--- src/rtl/core/chip8_instruction_encoder_defines.svh ---
// ----------------------------------------------------------------------------
// chip8_instruction_encoder_defines.svh
// Assertion macros used by the chip8_instruction_encoder module.
// ----------------------------------------------------------------------------
`ifndef CHIP8_INSTRUCTION_ENCODER_DEFINES_SVH
`define CHIP8_INSTRUCTION_ENCODER_DEFINES_SVH

// same-cycle implication, sampled on clk, quiet during reset
`define C8ENC_ASSERT_NOW(lbl, ante, cons, msg) \
    lbl: assert property (@(posedge clk) disable iff (!rst_n) (ante) |-> (cons)) \
        else $error(msg);

// next-cycle implication, sampled on clk, quiet during reset
`define C8ENC_ASSERT_NEXT(lbl, ante, cons, msg) \
    lbl: assert property (@(posedge clk) disable iff (!rst_n) (ante) |=> (cons)) \
        else $error(msg);

`endif

--- src/rtl/core/c8enc_pkg.sv ---
// ----------------------------------------------------------------------------
// c8enc_pkg
// Mnemonic and operand kind codes, field widths and the format table.
// ----------------------------------------------------------------------------
package c8enc_pkg;

    localparam int MN_W    = 5;
    localparam int CNT_W   = 2;
    localparam int KIND_W  = 4;
    localparam int VAL_W   = 12;
    localparam int OP_W    = 16;
    localparam int SH_W    = 4;
    localparam int NUM_OPS = 3;

    typedef enum logic [MN_W-1:0] {
        MN_CLS  = 5'd0,
        MN_RET  = 5'd1,
        MN_JP   = 5'd2,
        MN_CALL = 5'd3,
        MN_SE   = 5'd4,
        MN_SNE  = 5'd5,
        MN_LD   = 5'd6,
        MN_ADD  = 5'd7,
        MN_OR   = 5'd8,
        MN_AND  = 5'd9,
        MN_SUB  = 5'd10,
        MN_SHR  = 5'd11,
        MN_SUBN = 5'd12,
        MN_SHL  = 5'd13,
        MN_RND  = 5'd14,
        MN_DRW  = 5'd15,
        MN_SKP  = 5'd16,
        MN_SKNP = 5'd17,
        MN_XOR  = 5'd18
    } mnem_t;

    typedef enum logic [KIND_W-1:0] {
        KD_V   = 4'd0,
        KD_N   = 4'd1,
        KD_B   = 4'd2,
        KD_DT  = 4'd3,
        KD_F   = 4'd4,
        KD_I   = 4'd5,
        KD_IP  = 4'd6,
        KD_K   = 4'd7,
        KD_ST  = 4'd8
    } kind_t;

    typedef struct packed {
        mnem_t                       mn;
        logic [OP_W-1:0]             base;
        logic [CNT_W-1:0]            cnt;
        kind_t [0:NUM_OPS-1]         kind;
        logic [0:NUM_OPS-1][OP_W-1:0] mask;
        logic [0:NUM_OPS-1][SH_W-1:0] sh;
    } fmt_row_t;

    localparam int FMT_COUNT = 33;

    localparam logic [OP_W-1:0] M_X   = 16'h0F00;
    localparam logic [OP_W-1:0] M_Y   = 16'h00F0;
    localparam logic [OP_W-1:0] M_KK  = 16'h00FF;
    localparam logic [OP_W-1:0] M_NNN = 16'h0FFF;
    localparam logic [OP_W-1:0] M_N   = 16'h000F;
    localparam logic [OP_W-1:0] M_0   = 16'h0000;

    // first match in table order wins
    localparam fmt_row_t FMT_TABLE [FMT_COUNT] = '{
        '{MN_CLS,  16'h00E0, 2'd0, '{KD_V,  KD_V,  KD_V}, '{M_0, M_0, M_0},   '{4'd0, 4'd0, 4'd0}},
        '{MN_RET,  16'h00EE, 2'd0, '{KD_V,  KD_V,  KD_V}, '{M_0, M_0, M_0},   '{4'd0, 4'd0, 4'd0}},
        '{MN_CALL, 16'h2000, 2'd1, '{KD_N,  KD_V,  KD_V}, '{M_NNN, M_0, M_0}, '{4'd0, 4'd0, 4'd0}},
        '{MN_SE,   16'h3000, 2'd2, '{KD_V,  KD_N,  KD_V}, '{M_X, M_KK, M_0},  '{4'd8, 4'd0, 4'd0}},
        '{MN_SNE,  16'h4000, 2'd2, '{KD_V,  KD_N,  KD_V}, '{M_X, M_KK, M_0},  '{4'd8, 4'd0, 4'd0}},
        '{MN_SE,   16'h5000, 2'd2, '{KD_V,  KD_V,  KD_V}, '{M_X, M_Y, M_0},   '{4'd8, 4'd4, 4'd0}},
        '{MN_LD,   16'h6000, 2'd2, '{KD_V,  KD_N,  KD_V}, '{M_X, M_KK, M_0},  '{4'd8, 4'd0, 4'd0}},
        '{MN_ADD,  16'h7000, 2'd2, '{KD_V,  KD_N,  KD_V}, '{M_X, M_KK, M_0},  '{4'd8, 4'd0, 4'd0}},
        '{MN_LD,   16'h8000, 2'd2, '{KD_V,  KD_V,  KD_V}, '{M_X, M_Y, M_0},   '{4'd8, 4'd4, 4'd0}},
        '{MN_OR,   16'h8001, 2'd2, '{KD_V,  KD_V,  KD_V}, '{M_X, M_Y, M_0},   '{4'd8, 4'd4, 4'd0}},
        '{MN_AND,  16'h8002, 2'd2, '{KD_V,  KD_V,  KD_V}, '{M_X, M_Y, M_0},   '{4'd8, 4'd4, 4'd0}},
        '{MN_XOR,  16'h8003, 2'd2, '{KD_V,  KD_V,  KD_V}, '{M_X, M_Y, M_0},   '{4'd8, 4'd4, 4'd0}},
        '{MN_ADD,  16'h8004, 2'd2, '{KD_V,  KD_V,  KD_V}, '{M_X, M_Y, M_0},   '{4'd8, 4'd4, 4'd0}},
        '{MN_SUB,  16'h8005, 2'd2, '{KD_V,  KD_V,  KD_V}, '{M_X, M_Y, M_0},   '{4'd8, 4'd4, 4'd0}},
        '{MN_SHR,  16'h8006, 2'd1, '{KD_V,  KD_V,  KD_V}, '{M_X, M_0, M_0},   '{4'd8, 4'd0, 4'd0}},
        '{MN_SUBN, 16'h8007, 2'd2, '{KD_V,  KD_V,  KD_V}, '{M_X, M_Y, M_0},   '{4'd8, 4'd4, 4'd0}},
        '{MN_SHL,  16'h800E, 2'd1, '{KD_V,  KD_V,  KD_V}, '{M_X, M_0, M_0},   '{4'd8, 4'd0, 4'd0}},
        '{MN_SNE,  16'h9000, 2'd2, '{KD_V,  KD_V,  KD_V}, '{M_X, M_Y, M_0},   '{4'd8, 4'd4, 4'd0}},
        '{MN_LD,   16'hA000, 2'd2, '{KD_I,  KD_N,  KD_V}, '{M_0, M_NNN, M_0}, '{4'd0, 4'd0, 4'd0}},
        '{MN_JP,   16'hB000, 2'd2, '{KD_V,  KD_N,  KD_V}, '{M_0, M_NNN, M_0}, '{4'd0, 4'd0, 4'd0}},
        '{MN_RND,  16'hC000, 2'd2, '{KD_V,  KD_N,  KD_V}, '{M_X, M_KK, M_0},  '{4'd8, 4'd0, 4'd0}},
        '{MN_DRW,  16'hD000, 2'd3, '{KD_V,  KD_V,  KD_N}, '{M_X, M_Y, M_N},   '{4'd8, 4'd4, 4'd0}},
        '{MN_SKP,  16'hE09E, 2'd1, '{KD_V,  KD_V,  KD_V}, '{M_X, M_0, M_0},   '{4'd8, 4'd0, 4'd0}},
        '{MN_SKNP, 16'hE0A1, 2'd1, '{KD_V,  KD_V,  KD_V}, '{M_X, M_0, M_0},   '{4'd8, 4'd0, 4'd0}},
        '{MN_LD,   16'hF007, 2'd2, '{KD_V,  KD_DT, KD_V}, '{M_X, M_0, M_0},   '{4'd8, 4'd0, 4'd0}},
        '{MN_LD,   16'hF00A, 2'd2, '{KD_V,  KD_K,  KD_V}, '{M_X, M_0, M_0},   '{4'd8, 4'd0, 4'd0}},
        '{MN_LD,   16'hF015, 2'd2, '{KD_DT, KD_V,  KD_V}, '{M_0, M_X, M_0},   '{4'd0, 4'd8, 4'd0}},
        '{MN_LD,   16'hF018, 2'd2, '{KD_ST, KD_V,  KD_V}, '{M_0, M_X, M_0},   '{4'd0, 4'd8, 4'd0}},
        '{MN_ADD,  16'hF01E, 2'd2, '{KD_I,  KD_V,  KD_V}, '{M_0, M_X, M_0},   '{4'd0, 4'd8, 4'd0}},
        '{MN_LD,   16'hF029, 2'd2, '{KD_F,  KD_V,  KD_V}, '{M_0, M_X, M_0},   '{4'd0, 4'd8, 4'd0}},
        '{MN_LD,   16'hF033, 2'd2, '{KD_B,  KD_V,  KD_V}, '{M_0, M_X, M_0},   '{4'd0, 4'd8, 4'd0}},
        '{MN_LD,   16'hF055, 2'd2, '{KD_IP, KD_V,  KD_V}, '{M_0, M_X, M_0},   '{4'd0, 4'd8, 4'd0}},
        '{MN_LD,   16'hF065, 2'd2, '{KD_V,  KD_IP, KD_V}, '{M_X, M_0, M_0},   '{4'd8, 4'd0, 4'd0}}
    };

endpackage

--- src/rtl/core/c8enc_match.sv ---
// ----------------------------------------------------------------------------
// c8enc_match
// Matches one instruction against the format table and packs the opcode.
// ----------------------------------------------------------------------------
module c8enc_match (
    input  logic [c8enc_pkg::MN_W-1:0]   mnemonic,
    input  logic [c8enc_pkg::CNT_W-1:0]  operand_count,
    input  logic [c8enc_pkg::KIND_W-1:0] kind_first,
    input  logic [c8enc_pkg::KIND_W-1:0] kind_second,
    input  logic [c8enc_pkg::KIND_W-1:0] kind_third,
    input  logic [c8enc_pkg::VAL_W-1:0]  value_first,
    input  logic [c8enc_pkg::VAL_W-1:0]  value_second,
    input  logic [c8enc_pkg::VAL_W-1:0]  value_third,
    output logic                         matched,
    output logic [c8enc_pkg::OP_W-1:0]   opcode
);
    import c8enc_pkg::*;

    logic [NUM_OPS-1:0][KIND_W-1:0] kinds;
    logic [NUM_OPS-1:0][VAL_W-1:0]  vals;
    logic [FMT_COUNT-1:0]           hit;
    fmt_row_t                       row_sel;

    assign kinds = {kind_third, kind_second, kind_first};
    assign vals  = {value_third, value_second, value_first};

    // compare every row at once
    always_comb
    begin
        for (int i = 0; i < FMT_COUNT; i++)
        begin
            hit[i] = (FMT_TABLE[i].mn == mnemonic) && (FMT_TABLE[i].cnt == operand_count);
            for (int j = 0; j < NUM_OPS; j++)
            begin
                if ((CNT_W'(j) < operand_count) && (FMT_TABLE[i].kind[j] != kinds[j]))
                begin
                    hit[i] = 1'b0;
                end
            end
        end
    end

    // priority select: the lowest matching row wins
    always_comb
    begin
        row_sel = FMT_TABLE[0];
        for (int i = FMT_COUNT - 1; i >= 0; i--)
        begin
            if (hit[i])
            begin
                row_sel = FMT_TABLE[i];
            end
        end
    end

    always_comb
    begin
        matched = |hit;
        opcode  = '0;
        if (matched)
        begin
            opcode = row_sel.base;
            for (int j = 0; j < NUM_OPS; j++)
            begin
                if (CNT_W'(j) < operand_count)
                begin
                    opcode = opcode
                           | ((OP_W'(vals[j]) << row_sel.sh[j]) & row_sel.mask[j]);
                end
            end
        end
    end

endmodule

--- src/rtl/core/chip8_instruction_encoder.sv ---
// ----------------------------------------------------------------------------
// chip8_instruction_encoder
// Pipeline: input register, table match, result register. Throughput: one item
// per cycle while out_ready is not held low, set by the single-pass match
// between the two registers. Reset clears both valid flags; the data
// registers are not reset.
// ----------------------------------------------------------------------------
`include "chip8_instruction_encoder_defines.svh"

module chip8_instruction_encoder (
    input  logic                         clk,
    input  logic                         rst_n,
    input  logic                         in_valid,
    output logic                         in_ready,
    input  logic [c8enc_pkg::MN_W-1:0]   mnemonic,
    input  logic [c8enc_pkg::CNT_W-1:0]  operand_count,
    input  logic [c8enc_pkg::KIND_W-1:0] kind_first,
    input  logic [c8enc_pkg::KIND_W-1:0] kind_second,
    input  logic [c8enc_pkg::KIND_W-1:0] kind_third,
    input  logic [c8enc_pkg::VAL_W-1:0]  value_first,
    input  logic [c8enc_pkg::VAL_W-1:0]  value_second,
    input  logic [c8enc_pkg::VAL_W-1:0]  value_third,
    output logic                         out_valid,
    input  logic                         out_ready,
    output logic                         matched,
    output logic [c8enc_pkg::OP_W-1:0]   opcode
);
    import c8enc_pkg::*;

    logic                s1_valid_reg;
    logic                s1_valid_next;
    logic [MN_W-1:0]     mn_reg;
    logic [CNT_W-1:0]    cnt_reg;
    logic [KIND_W-1:0]   kind_first_reg;
    logic [KIND_W-1:0]   kind_second_reg;
    logic [KIND_W-1:0]   kind_third_reg;
    logic [VAL_W-1:0]    value_first_reg;
    logic [VAL_W-1:0]    value_second_reg;
    logic [VAL_W-1:0]    value_third_reg;

    logic                out_valid_reg;
    logic                out_valid_next;
    logic                matched_reg;
    logic [OP_W-1:0]     opcode_reg;

    logic                out_load;
    logic                match_hit;
    logic [OP_W-1:0]     match_opcode;

    // result register frees when empty or taken this cycle
    assign out_load       = !out_valid_reg || out_ready;
    assign in_ready       = !s1_valid_reg || out_load;
    assign s1_valid_next  = in_ready ? in_valid : s1_valid_reg;
    assign out_valid_next = out_load ? s1_valid_reg : out_valid_reg;

    always_ff @(posedge clk or negedge rst_n)
    begin
        if (!rst_n)
        begin
            s1_valid_reg  <= 1'b0;
            out_valid_reg <= 1'b0;
        end
        else
        begin
            s1_valid_reg  <= s1_valid_next;
            out_valid_reg <= out_valid_next;
        end
    end

    // input register: load on accept
    always_ff @(posedge clk)
    begin
        if (in_valid && in_ready)
        begin
            mn_reg           <= mnemonic;
            cnt_reg          <= operand_count;
            kind_first_reg   <= kind_first;
            kind_second_reg  <= kind_second;
            kind_third_reg   <= kind_third;
            value_first_reg  <= value_first;
            value_second_reg <= value_second;
            value_third_reg  <= value_third;
        end
    end

    c8enc_match u_match (
        .mnemonic      (mn_reg),
        .operand_count (cnt_reg),
        .kind_first    (kind_first_reg),
        .kind_second   (kind_second_reg),
        .kind_third    (kind_third_reg),
        .value_first   (value_first_reg),
        .value_second  (value_second_reg),
        .value_third   (value_third_reg),
        .matched       (match_hit),
        .opcode        (match_opcode)
    );

    // result register: advance when the stage ahead is free
    always_ff @(posedge clk)
    begin
        if (out_load && s1_valid_reg)
        begin
            matched_reg <= match_hit;
            opcode_reg  <= match_opcode;
        end
    end

    assign out_valid = out_valid_reg;
    assign matched   = matched_reg;
    assign opcode    = opcode_reg;

    `C8ENC_ASSERT_NOW(a_nomatch_zero, out_valid_reg && !matched_reg, opcode_reg == '0, "unmatched item carries a nonzero opcode")
    `C8ENC_ASSERT_NOW(a_match_nonzero, out_valid_reg && matched_reg, opcode_reg != '0, "matched item carries a zero opcode")
    `C8ENC_ASSERT_NEXT(a_accept_lands, in_valid && in_ready, s1_valid_reg, "accepted item lost before the match stage")
    `C8ENC_ASSERT_NEXT(a_stall_holds, s1_valid_reg && !out_load, s1_valid_reg && out_valid_reg, "item dropped while the result stage was stalled")
    `C8ENC_ASSERT_NOW(a_empty_ready, !s1_valid_reg && !out_valid_reg, in_ready, "empty pipeline refuses input")

endmodule

--- config.mk ---
export PLATFORM = sky130hd
export DESIGN_NAME = chip8_instruction_encoder
export DESIGN_NICKNAME = d
export VERILOG_FILES = /design/src/rtl/core/c8enc_pkg.sv /design/src/rtl/core/c8enc_match.sv /design/src/rtl/core/chip8_instruction_encoder.sv
export VERILOG_INCLUDE_DIRS = /design/src /design/src/rtl/core
export SDC_FILE = /design/constraint.sdc
export NUM_CORES = 1
export LEC_CHECK = 0
export BUFFER_PORTS_ARGS = -buffer_cell sky130_fd_sc_hd__buf_2
export CORE_ASPECT_RATIO = 0.7
export CORE_MARGIN = 2
export CORE_UTILIZATION = 55
export DETAILED_ROUTE_END_ITERATION = 10
export PLACE_DENSITY = 0.89
export SKIP_CTS_REPAIR_TIMING = 1
export SYNTH_ARGS = -nofsm -noshare
export SYNTH_HDL_FRONTEND = slang
export SYNTH_HIERARCHICAL = 1
export SYNTH_SLANG_ARGS = --single-unit
--- constraint.sdc ---
create_clock -name clk -period 3.07 [get_ports clk]
set_input_delay 0.1535 -clock clk [delete_from_list [all_inputs] [get_ports clk]]
set_output_delay 0.1535 -clock clk [all_outputs]
set_load 0.05 [all_outputs]
# Word-level counts from Yosys, hierarchy flattened

Cells that the tools add are included.

Register bits after elaboration: 74
Bits in latches: 0
Memory bits (writable): 0
Bits in read-only memories: 0
Output and inout port bits: 19
Word-level logic and storage cells: 233
Memories kept: 0

Add/subtract/negate cells: 0
Multipliers: 0
Div/mod/pow operators: 0
$lt $le $gt $ge: 3
Equal/unequal tests: 33
Shift-type cells: 3
Mux-type cells: 130
Bitwise logic cells: 6
Reductions and logical operators: 46

Operator list:

| operator           | count |
|---|---|
| $mux 90            | 33 |
| $mux 1             | 92 |
| $mux 16            | 5 |
| $and 16x16->16     | 3 |
| $or 16x16->16      | 3 |
| $shl 12x4->16      | 3 |
| $eq 4x5->1 const A | 8 |
| $logic_and 1x1->1  | 36 |
| $reduce_or 33->1   | 1 |
| $eq 3x5->1 const A | 4 |
| $ne 3x4->1 const A | 5 |
| $eq 5x5->1 const A | 3 |
| $ne 1x4->1 const A | 3 |
| $ne 2x4->1 const A | 3 |
| $reduce_bool 4->1  | 3 |
| $eq 2x5->1 const A | 2 |
| $eq 1x5->1 const A | 1 |
| $logic_not 5->1    | 1 |
| $eq 2x2->1 const A | 2 |
| $lt 1x2->1 const A | 2 |
| $ne 4x4->1 const A | 1 |
| $eq 1x2->1 const A | 1 |
| $logic_not 1->1    | 2 |
| $logic_not 2->1    | 1 |
| other kinds (2)    | 3 |

# Depth between registers and ports, before layout

Depth after elaboration: 48
Gate-level depth with buffers: 9
Gate-level depth less buffers: 7

# Hierarchy

Netlist, hierarchy kept.

By module, submodules not included:

| module                    | times used | cells an instance | area an instance (um^2) |
|---|---|---|---|
| chip8_instruction_encoder | 1          | 80                | 2,265.9 |
| c8enc_match               | 1          | 209               | 1,372.6 |

# Worst setup path before layout

No wires, ideal clock.

Kind: reg2reg
Start point: register mn_reg[3]
End point: register opcode_reg[5] (netlist: opcode[5]), data pin
Library setup time: 272 ps
Data arrival time: 2,187 ps
Required time: 2,798 ps
Setup slack: 611 ps
Stages on the path, launching flop included: 8
Path buffers: 0
Clock period less this slack: 2,459 ps
Cell sequence: edfxtp_1 -> nand4bb_2 -> or3_1 -> a2111o_1 -> o41a_4 -> and4_1 -> a32oi_1 -> a21oi_1

Cells in the longest elaborated chain, start to end: 48
Elaborated cells between the ends (all ways): 178
Classes of those cells: eq/ne: 18; shift: 3; mux: 130; bitwise: 6; reduce/logical: 21

RTL lines:

| element                  | line                             | text |
|---|---|---|
| start: declaration       | chip8_instruction_encoder.sv:32  | `logic [MN_W-1:0] mn_reg;` |
| start signal: assignment | chip8_instruction_encoder.sv:75  | `mn_reg <= mnemonic;` |
| $eq 3x5->1               | c8enc_match.sv:32                | `hit[i] = (FMT_TABLE[i].mn == mnemonic) && (FMT_TABLE[i].cnt == operand_count);` |
| $logic_and 1x1->1        | c8enc_match.sv:32                |  |
| $mux 1 (3 in series)     | c8enc_match.sv:35                | `if ((CNT_W'(j) < operand_count) && (FMT_TABLE[i].kind[j] != kinds[j]))` |
| $mux 90 (33 in series)   | c8enc_match.sv:49                | `if (hit[i])` |
| $shl 12x4->16            | c8enc_match.sv:68                | `\| ((OP_W'(vals[j]) << row_sel.sh[j]) & row_sel.mask[j]);` |
| $and 16x16->16           | c8enc_match.sv:68                |  |
| $or 16x16->16            | c8enc_match.sv:68                |  |
| $mux 16                  | c8enc_match.sv:65                | `if (CNT_W'(j) < operand_count)` |
| $mux 16                  | c8enc_match.sv:60                | `if (matched)` |
| $or 16x16->16            | c8enc_match.sv:68                |  |
| $mux 16                  | c8enc_match.sv:65                |  |
| $mux 16                  | c8enc_match.sv:60                |  |
| $or 16x16->16            | c8enc_match.sv:68                |  |
| $mux 16                  | c8enc_match.sv:65                |  |
| end signal: assignment   | chip8_instruction_encoder.sv:105 | `opcode_reg <= match_opcode;` |
| end: declaration         | chip8_instruction_encoder.sv:44  | `logic [OP_W-1:0] opcode_reg;` |

Several ways; a longest one is shown, not always the timed one. The select of a mux whose other input is x is not followed.
A chain may end at the register's enable or synchronous reset.

# Worst setup path after layout

Same ends and word-level chain as after synthesis.

==> results.cfg <==
[global_routing]
first_global_vias = 2762
grt_max_degree = 48
use_met1_pct = 39.0
use_met2_pct = 40.2
grt_pass1_wl_mm = 14.3
grt_util_met3_pct = 7.56
gr-total-overflow = 0
grt_antenna_before_repair = 0
grtUsageTotal_pct = 27.3
grt.busiest_layer = met2

[logic_synthesis]
syn_area_um2 = 3400
ys_warn_count = 6
synth_area_per_cell_um2 = 12.1
synth_nets = 340
syn-instance-count = 281

[power_and_ir_drop]
switching_share_pct = 29.7
power_frac_clock_pct = 33.6
peakVddDrop_v = 0.000461
power.density_nw_per_um2 = 456
seqPwrFrac_pct = 52.6
pwr-share-comb_pct = 13.7
leakagePower_nw = 1.80
p_int_mw = 1.48
p_switching_uw = 624

[setup_path]
worstSetupStartpoint = mn_reg[3]
start_kind = register
worstSetupPathType = reg2reg
worst_r2r_endpoint = opcode[5]
critPathMaxFanout = 8
slowest_delay_ns = 0.52
worstPathArrival_ns = 3.15
r2r_slack_ns = 0.0007
worst-path-buf-inv = 0
ff2ff_path_depth = 7
crit_family = simple AND/OR/NAND/NOR gates
required_ns = 3.15
end_kind = register
cp_cell_sequence = nand4bb_2 > or3_1 > a2111o_1 > o41a_4 > and4_1 > a32oi_1 > a21oi_1
crit_slowest_cell = edfxtp_1
reg2reg_from = mn_reg[3]

[clock_network]
cts_max_path_buffers = 2
clock-sinks = 66
cts_tree = done
clk_pin_slew_ns = 0.08
cts-root-buf = clkbuf_8
cts_buffers = 9
insertion_delay_ns = 0.37
htreeDepth = 3

[placement]
dp.cells = 433
dp_hpwl_mm = 6.66
io_buffers = 69
gp_congestion = 0.966

[die]
core_um2 = 5840
pin_count = 78
die_h_um = 69.8
fp-row-count = 23
die_x_um = 98.0
start_util_pct = 58.2
dieArea_um2 = 6830

[worst_hold_path]
holdPathEnd = s1_valid_reg
min_path_type = in2reg
hold_start = in_valid
holdPathStages = 2

[routing]
drtPass1Iterations = 8
vias_per_cell = 6.66
drc = 0
routedWlPerCell_um = 22.7
totalWireLength_mm = 11.3
drt_iter0_markers = 534
drtAntennaViolNets = 0
vias = 3312

[sta]
hold_viol_final = 0
maxSlewViolCount = 0
maxSlewHeadroom_pct = 47.6
final.min_clock_period_ns = 3.07
fin_skew_ns = 0.0116
fin_crit_sh_pct = 100
rsz0062_at_grt = no
setup_violations = 0
tightest_slew_ns = 0.785
max_clock_freq_mhz = 326
setup_tns_ns = 0

[layout]
largest_reg_flops = 16
fill_cells = 331
layout.nets = 476
areaGrowthSynthToFinish_pct = 35.7
drive_gt1_share_pct = 28.9
n_antenna_cell = 0
fin_cells = 497
fin_util_pct = 78.9

[run]
cap_violations = 0

[status]
status = completed
[per-layer routing]
| layer | wire (um) | part of all wire, % |
|---|---|---|
| met2 | 5300 | 47 |
| met5 | 0 | 0 |
| met4 | 410 | 3.6 |
| met3 | 1420 | 13 |
| met1 | 4150 | 37 |
[layout by cell type, fill, tap and decap left out, types with 8 or more instances in the layout]
cell,count
nor2_1,14
nor3_1,9
buf_2,69
o21ai_0,11
nand3_1,13
nand2b_1,8
clkbuf_8,9
buf_4,20
nand2_1,23
dlygate4sd3_1,48
edfxtp_1,64
[metrics by stage]
step / area (um2) / setup WS, ns / power [mW] / hold slack, ns
floorplan: 3400 / 0.611 / 1.25 / -0.142
global placement: 3940 / 0.248 / 1.34 / -0.0597
detailed placement: 3940 / 0.181 / 1.35 / -0.0566
CTS: 4130 / 0.147 / 2.03 / -0.439
global route: 4610 / 0.00470 / 2.16 / 0.00655
finish: 4610 / 0.000660 / 2.10 / 0.00512
[layout make-up]
| type | count | area (um2) | area share, % |
|---|---|---|---|
| sequential | 66 | 1970 | 42.8 |
| clock buffer | 9 | 124 | 2.69 |
| multi-input combinational | 198 | 1370 | 29.7 |
| clock inverter | 7 | 60.1 | 1.30 |
| timing repair buffer | 137 | 976 | 21.2 |
| tap | 75 | 93.8 | 2.03 |
| inverter | 5 | 18.8 | 0.407 |
[worst reg2reg max path: stages (launching register included)]
cell,delay [ns]
edfxtp_1,0.52
nand4bb_2,0.41
or3_1,0.49
a2111o_1,0.44
o41a_4,0.15
and4_1,0.29
a32oi_1,0.34
a21oi_1,0.17
[how the worst max path moves through the flow]
| stage | end | slack [ns] | cells after the start |
|---|---|---|---|
| 3_5_place_dp | opcode[5] | 0.18 | 7 |
| 3_3_place_gp | opcode[5] | 0.25 | 7 |
| 2_1_floorplan | opcode[5] | 0.61 | 7 |
| 6_report | opcode[5] | 0.0007 | 7 |
| 5_1_grt | opcode[5] | 0.005 | 7 |
| 4_1_cts | opcode[5] | 0.15 | 7 |
[power by group through the flow]
stage                     Combinational, mW  Clock [mW]  Sequential, mW
after CTS                             0.229       0.703            1.10
final                                 0.289       0.708            1.11
after floorplan                       0.101           0            1.15
after detailed placement              0.227           0            1.12
after global routing                  0.304       0.746            1.11
after global placement                0.223           0            1.12
Power figures use the tool's default switching activity.
